===== config.mk =====
export PLATFORM = sky130hd
export DESIGN_NAME = gh3_frame_mem
export DESIGN_NICKNAME = d
export VERILOG_FILES = /design/src/sv/gh3_frame_mem.sv
export SDC_FILE = /design/constraint.sdc
export NUM_CORES = 1
export LEC_CHECK = 0
export ABC_CLOCK_PERIOD_IN_PS = 2450
export BUFFER_PORTS_ARGS = -buffer_cell sky130_fd_sc_hd__buf_2
export CAP_MARGIN = 20
export CORE_UTILIZATION = 25
export DETAILED_ROUTE_END_ITERATION = 7
export PLACE_DENSITY = 0.43
export SETUP_SLACK_MARGIN = 0.5
export SLEW_MARGIN = 40
export SYNTH_ARGS = -nofsm -noshare
export SYNTH_HDL_FRONTEND = slang
export SYNTH_SLANG_ARGS = --single-unit

===== constraint.sdc =====
create_clock -name i_clk -period 2.45 [get_ports i_clk]
set_input_delay 0.49 -clock i_clk [delete_from_list [all_inputs] [get_ports i_clk]]
set_output_delay 0.49 -clock i_clk [all_outputs]
set_load 0.05 [all_outputs]

===== src/sv/gh3_frame_mem.sv =====
// frame stack memory: one write port, one registered read port
`default_nettype none
module gh3_frame_mem #(
    parameter int DEPTH = 40,
    parameter int W = 8,
    localparam int AW = $clog2(DEPTH)
) (
    input  wire logic          i_clk,
    input  wire logic          i_we,
    input  wire logic [AW-1:0] i_waddr,
    input  wire logic [W-1:0]  i_wdata,
    input  wire logic [AW-1:0] i_raddr,
    output logic [W-1:0]       o_rdata
);

    logic [W-1:0] r_mem [DEPTH];

    // write port
    always_ff @(posedge i_clk) begin
        if (i_we) begin
            r_mem[i_waddr] <= i_wdata;
        end
    end

    // registered read
    always_ff @(posedge i_clk) begin
        o_rdata <= r_mem[i_raddr];
    end

endmodule
`default_nettype wire


==> metrics.csv, run 1 <==
stage,metric,value,unit
synthesis,netlist_area,13000,um^2
timing,fin_setup_tns,0,ns
setup_path,cp.arrival,2.23,ns
pwr,power_frac_clock,0.427,
global_route,grt_pass1_wl,48000,um
global_route,grt_pass1_vias,6634,
timing,finalCriticalPeriod,1.81,ns
timing,rsz0062_at_grt,false,
die,placementRows,83,
cts,clock_latency,0.53,ns
layout,layout-drive-gt1-share,0.252,
timing,report.final.slew_viol_count,0,
layout,area_delta_synth_final,20.1,%
synthesis,netlist.area_leader.share,0.740,
die,num_io_pins,30,
global_route,grt_antenna_before_repair,0,
setup_path,critical_path_class,primary input to flop,
die,initial_core_util,0.253,
die,dieArea,52900,um^2
routing,drt_iter0_markers,493,
synthesis,syn-num-nets,718,
timing,hold_viol,0,
placement,hpwl,21200,um
placement,place_congestion,0.728,
setup_path,endpoint,o_rdata[4]$_DFF_P_,
synthesis,seq_area_frac_synth,0.752,
timing,setup_viol,0,
cts,cts_tree,done,
pwr,seq_power_share,0.510,
pwr,pwr-share-comb,0.063,
synthesis,synth_area_leaders,"edfxtp_1 (74%), mux2i_1 (9.9%), mux4_2 (2.8%)",
synthesis,synthCells,696,
global_route,overflow,0,
setup_path,worst_setup_path_end_kind,flop,
synthesis,synth-edff-count,320,
die,die_h,230,um
synthesis,avgSynthCellArea,18.7,um^2
routing,dr_total_vias,6562,
routing,drt_first_pass_iters,4,
synthesis,ys_ff_latch,328,
worst_hold_path,hp-class,primary input to flop,
flow_run,drv_cap,0,
placement,dp_cells,1442,
global_route,grt_max_degree,41,
setup_path,startpoint,i_raddr[0],
synthesis,netlist_top_cells_count,"edfxtp_1 (320), mux2i_1 (128), nor2_1 (41)",
routing,final_antenna_net_count,0,
timing,setup_ws,0.638,ns
routing,drt-wirelength-per-cell,22.1,um
cts,numCtsBuffers,36,
placement,place_ws,-0.0361,ns
pwr,powerDensity,783,nW/um^2
setup_path,worstPathMaxFanout,20,
setup_path,critical_path_required,2.87,ns
synthesis,synthArstFlopShare,0,
timing,skew,0.0128,ns
layout,filler_cell_count,5047,
layout,fin_nets,822,
cts,clk_pin_slew,0.06,ns
routing,vias_per_cell,4.36,
setup_path,reg2reg_to,o_rdata[3]$_DFF_P_,
synthesis,synth.distinct_cells,32,
setup_path,worst-r2r-cell-count,7,
cts,cts_buffer_depth,3,
pwr,power.internal,9.58,mW
cts,post_cts_buffers,0,
layout,final_area,15600,um^2
pwr,vdd_ir_drop_max,345,uV
setup_path,cp_slowest_cell,a221oi_2,
pwr,total_power,12.2,mW
cts,htreeDepth,2,
pwr,p_switching,2.65,mW
setup_path,start_kind,primary input,
die,die_w,230,um
timing,worstMarginPinSlew,0.837,ns
global_route,grtUsageTotal,0.126,
synthesis,synthFlopType,edfxtp_1,
setup_path,crit_chain,clkbuf_8 -> buf_12 -> buf_4 -> mux2i_1 -> a221oi_2 -> o22ai_1 -> o41ai_2,
timing,finalCritPeriodShare,0.740,
synthesis,ys_warn_count,0,
setup_path,reg2reg_setup_slack,0.75,ns
layout,diodes,0,
die,design.core.area,51300,um^2
timing,slew_headroom,0.442,
cts,clock-sinks,328,
pwr,power.leakage,5.32,nW
synthesis,synth_area_leader_cell,edfxtp_1,
layout,finalNonFillerCells,1505,
placement,place_area,14500,um^2
setup_path,cpPeakStageDelay,0.34,ns
setup_path,reg2reg_from,r_mem[5][3]$_DFFE_PP_,
cts,cts_root_buf,clkbuf_16,
status,outcome,"complete, no violations",
placement,io_buffers,29,
routing,routed_wirelength,33200,um
timing,fmax,552,MHz
routing,drc,0,
synthesis,synth.most_common_cell,edfxtp_1,
pwr,netSwitchingFraction,0.216,
## critical path, delay by kind of cell
| kind | cells | cell delay, ns |
|---|---|---|
| compound gates | 3 | 0.86 |
| buf+inv | 3 | 0.71 |
| mux | 1 | 0.13 |
## cells in the final DEF, fill, tap and decap left out, drive strengths merged, types with 16 or more instances in the layout
| cell type | netlist | layout |
|---|---|---|
| a21oi | 16 | 16 |
| a221oi | 16 | 16 |
| a22o | 16 | 16 |
| a22oi | 32 | 32 |
| buf | 28 | 106 |
| clkbuf | 13 | 51 |
| edfxtp | 320 | 320 |
| mux2i | 128 | 128 |
| mux4 | 16 | 16 |
| nor2 | 41 | 41 |
## area by class of cell
class / count / area (um^2) / area share
clock buffer: 50 / 1010 / 0.0650
tap: 680 / 851 / 0.0545
multi-input combinational: 327 / 2970 / 0.190
sequential: 328 / 9770 / 0.626
clock inverter: 13 / 115 / 0.00737
timing repair buffer: 107 / 887 / 0.0568
## worst min path at each step
stage	from	end	slack, ns	depth (start not counted)
2_1_floorplan	i_wdata[0]	r_mem[0][0]$_DFFE_PP_	0.59	0
3_3_place_gp	r_mem[32][5]$_DFFE_PP_	o_rdata[5]$_DFF_P_	0.83	4
3_5_place_dp	r_mem[35][5]$_DFFE_PP_	o_rdata[5]$_DFF_P_	0.84	4
4_1_cts	i_wdata[4]	r_mem[32][4]$_DFFE_PP_	0.44	2
5_1_grt	i_wdata[4]	r_mem[32][4]$_DFFE_PP_	0.45	2
6_report	i_wdata[4]	r_mem[32][4]$_DFFE_PP_	0.44	2
## power by group through the flow
stage	registers (mW)	logic, mW	clock network, mW
after floorplan	6.39	0.374	0
after global placement	6.35	0.777	0
after detailed placement	6.35	0.784	0
after CTS	6.23	0.786	5.37
after global routing	6.23	0.821	5.54
final	6.23	0.769	5.23
## registers in the layout, summed over array words and instances (netlist names)
register,cells
r_mem,320
o_rdata,8
## cells by family after synthesis
family | count (synthesis) | synth area share
compound gates | 96 | 0.0659
buf+inv | 41 | 0.0218
mux | 152 | 0.133
flops | 328 | 0.752
simple gates | 79 | 0.0273
## repair_timing
| item | CTS | global route |
|---|---|---|
| setup endpoints to repair | 0 | 2 |
| hold buffers | 0 | 0 |
| gates resized for setup | 0 | 2 |
## routing by layer
metal	up-vias	routed length, um	track usage
met2	108	15800	0.205
li1	3024	-	-
met5	-	0	0
met3	43	1040	0.0211
met4	0	627	0.0327
met1	3387	15800	0.172
## metrics by stage
stage	utilization	hold slack, ns
3_3_place_gp	0.282	0.830
3_5_place_dp	0.282	0.836
6_report	0.304	0.442
2_1_floorplan	-	0.589
5_1_grt	0.304	0.448
4_1_cts	0.304	0.440
Note: power is estimated with default switching activity, not from simulation.
==> run 2: changes to the inputs <==
--- a/config.mk
+++ b/config.mk
@@ -5,7 +5,7 @@
 export SDC_FILE = /design/constraint.sdc
 export NUM_CORES = 1
 export LEC_CHECK = 0
-export ABC_CLOCK_PERIOD_IN_PS = 2450
+export ABC_CLOCK_PERIOD_IN_PS = 1850
 export BUFFER_PORTS_ARGS = -buffer_cell sky130_fd_sc_hd__buf_2
 export CAP_MARGIN = 20
 export CORE_UTILIZATION = 25
==> constraint.sdc (replaced) <==
create_clock -name i_clk -period 1.85 [get_ports i_clk]
set_input_delay 0.37 -clock i_clk [delete_from_list [all_inputs] [get_ports i_clk]]
set_output_delay 0.37 -clock i_clk [all_outputs]
set_load 0.05 [all_outputs]
==> run 2 against run 1 <==
- critical endpoint is now o_rdata[6]$_DFF_P_
- final cell count grew 0.66%
- clock power grew 42%
- die area is the same
- via count grew 0.46%
- largest power group unchanged
- cell area grew 6.7%
- register-to-register slack lost 0.51 ns
- sequential share of layout area shrank 3.8 points
- largest cell class unchanged
- sequential cell count is the same
- sequential power grew 33%
- clock-buffer cell count shrank 5
- clock skew shrank 0.0031 ns
- highest routed layer unchanged
- critical path depth shrank 2
==> metrics.csv, run 2 (synthesis results as in run 1) <==
stage,metric,value,unit,change
status,outcome,"complete, no violations",,
routing,final_antenna_net_count,0,,unchanged
pwr,power.leakage,5.59,nW,+5.2%
placement,io_buffers,29,,unchanged
die,num_io_pins,30,,unchanged
setup_path,critical_path_class,flop to flop,,
layout,largest_reg_flops,320,,unchanged
setup_path,cpPeakStageDelay,0.53,ns,+0.19 ns
flow_run,drv_cap,0,,unchanged
cts,cts_buffer_depth,3,,unchanged
timing,setup_viol,0,,unchanged
cts,htreeDepth,2,,unchanged
pwr,vdd_ir_drop_max,511,uV,+48%
layout,postLayoutCoreUtil,0.325,,+0.0204
cts,hold_buffers,0,,unchanged
setup_path,crit_family,multiplexers,,
timing,finalCriticalPeriod,1.61,ns,
cts,clock_latency,0.53,ns,about the same
die,initial_core_util,0.253,,unchanged
layout,area_delta_synth_final,28.2,%,
layout,largest_register,r_mem,,
global_route,grt_max_degree,41,,unchanged
die,die_h,230,um,unchanged
cts,numCtsBuffers,38,,+5.6%
cts,cts_root_buf,clkbuf_16,,
global_route,overflow,0,,unchanged
layout,layout-drive-gt1-share,0.358,,+0.106
timing,fmax,621,MHz,
pwr,powerDensity,1020,nW/um^2,+30%
timing,slew_headroom,0.653,,+0.211
setup_path,cp.arrival,2.03,ns,-0.20 ns
global_route,grt_pass1_vias,6906,,+4.1%
setup_path,cp_slowest_cell,mux4_2,,
routing,drc,0,,unchanged
global_route,grt_antenna_before_repair,0,,unchanged
setup_path,worstPathMaxFanout,1,,-95%
layout,fin_nets,827,,+0.61%
setup_path,crit_buf_inv,1,,-2
setup_path,critical_path_required,2.27,ns,-0.60 ns
placement,hpwl,21500,um,+1.5%
die,dieArea,52900,um^2,unchanged
layout,reg_top3,"r_mem (320), o_rdata (8)",,
timing,finalCritPeriodShare,0.870,,
cts,clk_pin_slew,0.06,ns,about the same
routing,drt-wirelength-per-cell,22.2,um,+0.64%
routing,routed_wirelength,33600,um,+1.3%
layout,diodes,0,,unchanged
timing,skew,0.00962,ns,-0.00315 ns
timing,worstMarginPinSlew,0.521,ns,-0.316 ns
timing,hold_viol,0,,unchanged
routing,vias_per_cell,4.35,,-0.21%
cts,cts_tree,done,,
die,die_w,230,um,unchanged
routing,drt_first_pass_iters,4,,unchanged
layout,final_cell_mix,"edfxtp_1 (320), mux2i_1 (126), buf_4 (48), clkbuf_16 (40), nor2_4 (32)",,
die,placementRows,83,,unchanged
setup_path,worst_setup_path_end_kind,flop,,
worst_hold_path,hp-class,primary input to flop,,
die,design.core.area,51300,um^2,unchanged
timing,fin_setup_tns,0,ns,unchanged
routing,dr_total_vias,6592,,+0.46%
setup_path,start_kind,flop,,
global_route,grt_pass1_wl,48700,um,+1.5%
routing,drt_iter0_markers,428,,-13%
placement,place_congestion,0.720,,-1.0%
timing,report.final.slew_viol_count,0,,unchanged
setup_path,crit_chain,mux4_2 -> mux2_4 -> nand2_2 -> o41ai_2 -> buf_4,,
layout,final_common_cell,edfxtp_1,,
cts,clock-sinks,328,,unchanged
global_route,grtUsageTotal,0.127,,+0.00159
timing,rsz0062_at_grt,true,,
## run 2: cell count changes in the layout (fill, tap and decap cells not counted), moves of 8 or more
| cell | delta |
|---|---|
| buf_12 | +16 |
| nor2_1 | -39 |
| buf_8 | +8 |
| buf_4 | -23 |
| nor2_4 | +32 |
## run 2: final cells by class
type | instances | area (um^2)
tap | 680 | 851
clock inverter | 25 | 243
fill | 4959 | 34600
multi-input combinational | 327 | 3520
sequential | 328 | 9790
clock buffer | 45 | 998
timing repair buffer | 110 | 1250
## run 2: layer usage
metal  vias to the layer above  global-route usage  share of wire
li1                       3050                   -              -
met1                      3371               0.186           0.49
met2                       120               0.194           0.45
met3                        51              0.0239          0.046
met4                         0              0.0304          0.018
met5                         -                   0              0
## run 2: power breakdown
group,switching (mW),internal [mW]
Clock,2.99,4.44
Combinational,0.732,0.514
Sequential,0.0419,8.23
## run 2: through the flow
step	instance area [um^2]	worst slack (ns)	hold WS (ns)	std cells	power [mW]
floorplan	13500	0.211	0.469	696	9.05
global placement	15100	-0.356	0.868	1443	9.58
detailed placement	15100	-0.312	0.873	1444	9.59
CTS	16500	0.249	0.306	1514	17.1
finish	16700	0.240	0.308	1515	16.9
global route	16700	0.217	0.300	1515	17.5
## run 2: worst reg2reg max path, cell delays in order (launching register included)
cell	delay, ns
edfxtp_1	0.36
mux4_2	0.53
mux2_4	0.32
nand2_2	0.08
o41ai_2	0.07
buf_4	0.15
## run 2: what timing repair did
action / CTS / global route
cloned: 0 / 1
resized for setup: 53 / 13
setup buffers: 0 / 0
pin swaps: 10 / 7
endpoints found under the setup margin: 16 / 16
## run 2: path summary, 6_finish.rpt
kind         slack, ns  depth (start not counted)                   start                     end
max reg2reg       0.24                          5  r_mem[35][6]$_DFFE_PP_      o_rdata[6]$_DFF_P_
max               0.24                          5  r_mem[35][6]$_DFFE_PP_      o_rdata[6]$_DFF_P_
min               0.31                          2              i_wdata[0]  r_mem[36][0]$_DFFE_PP_
min reg2reg       0.84                          4  r_mem[38][7]$_DFFE_PP_      o_rdata[7]$_DFF_P_
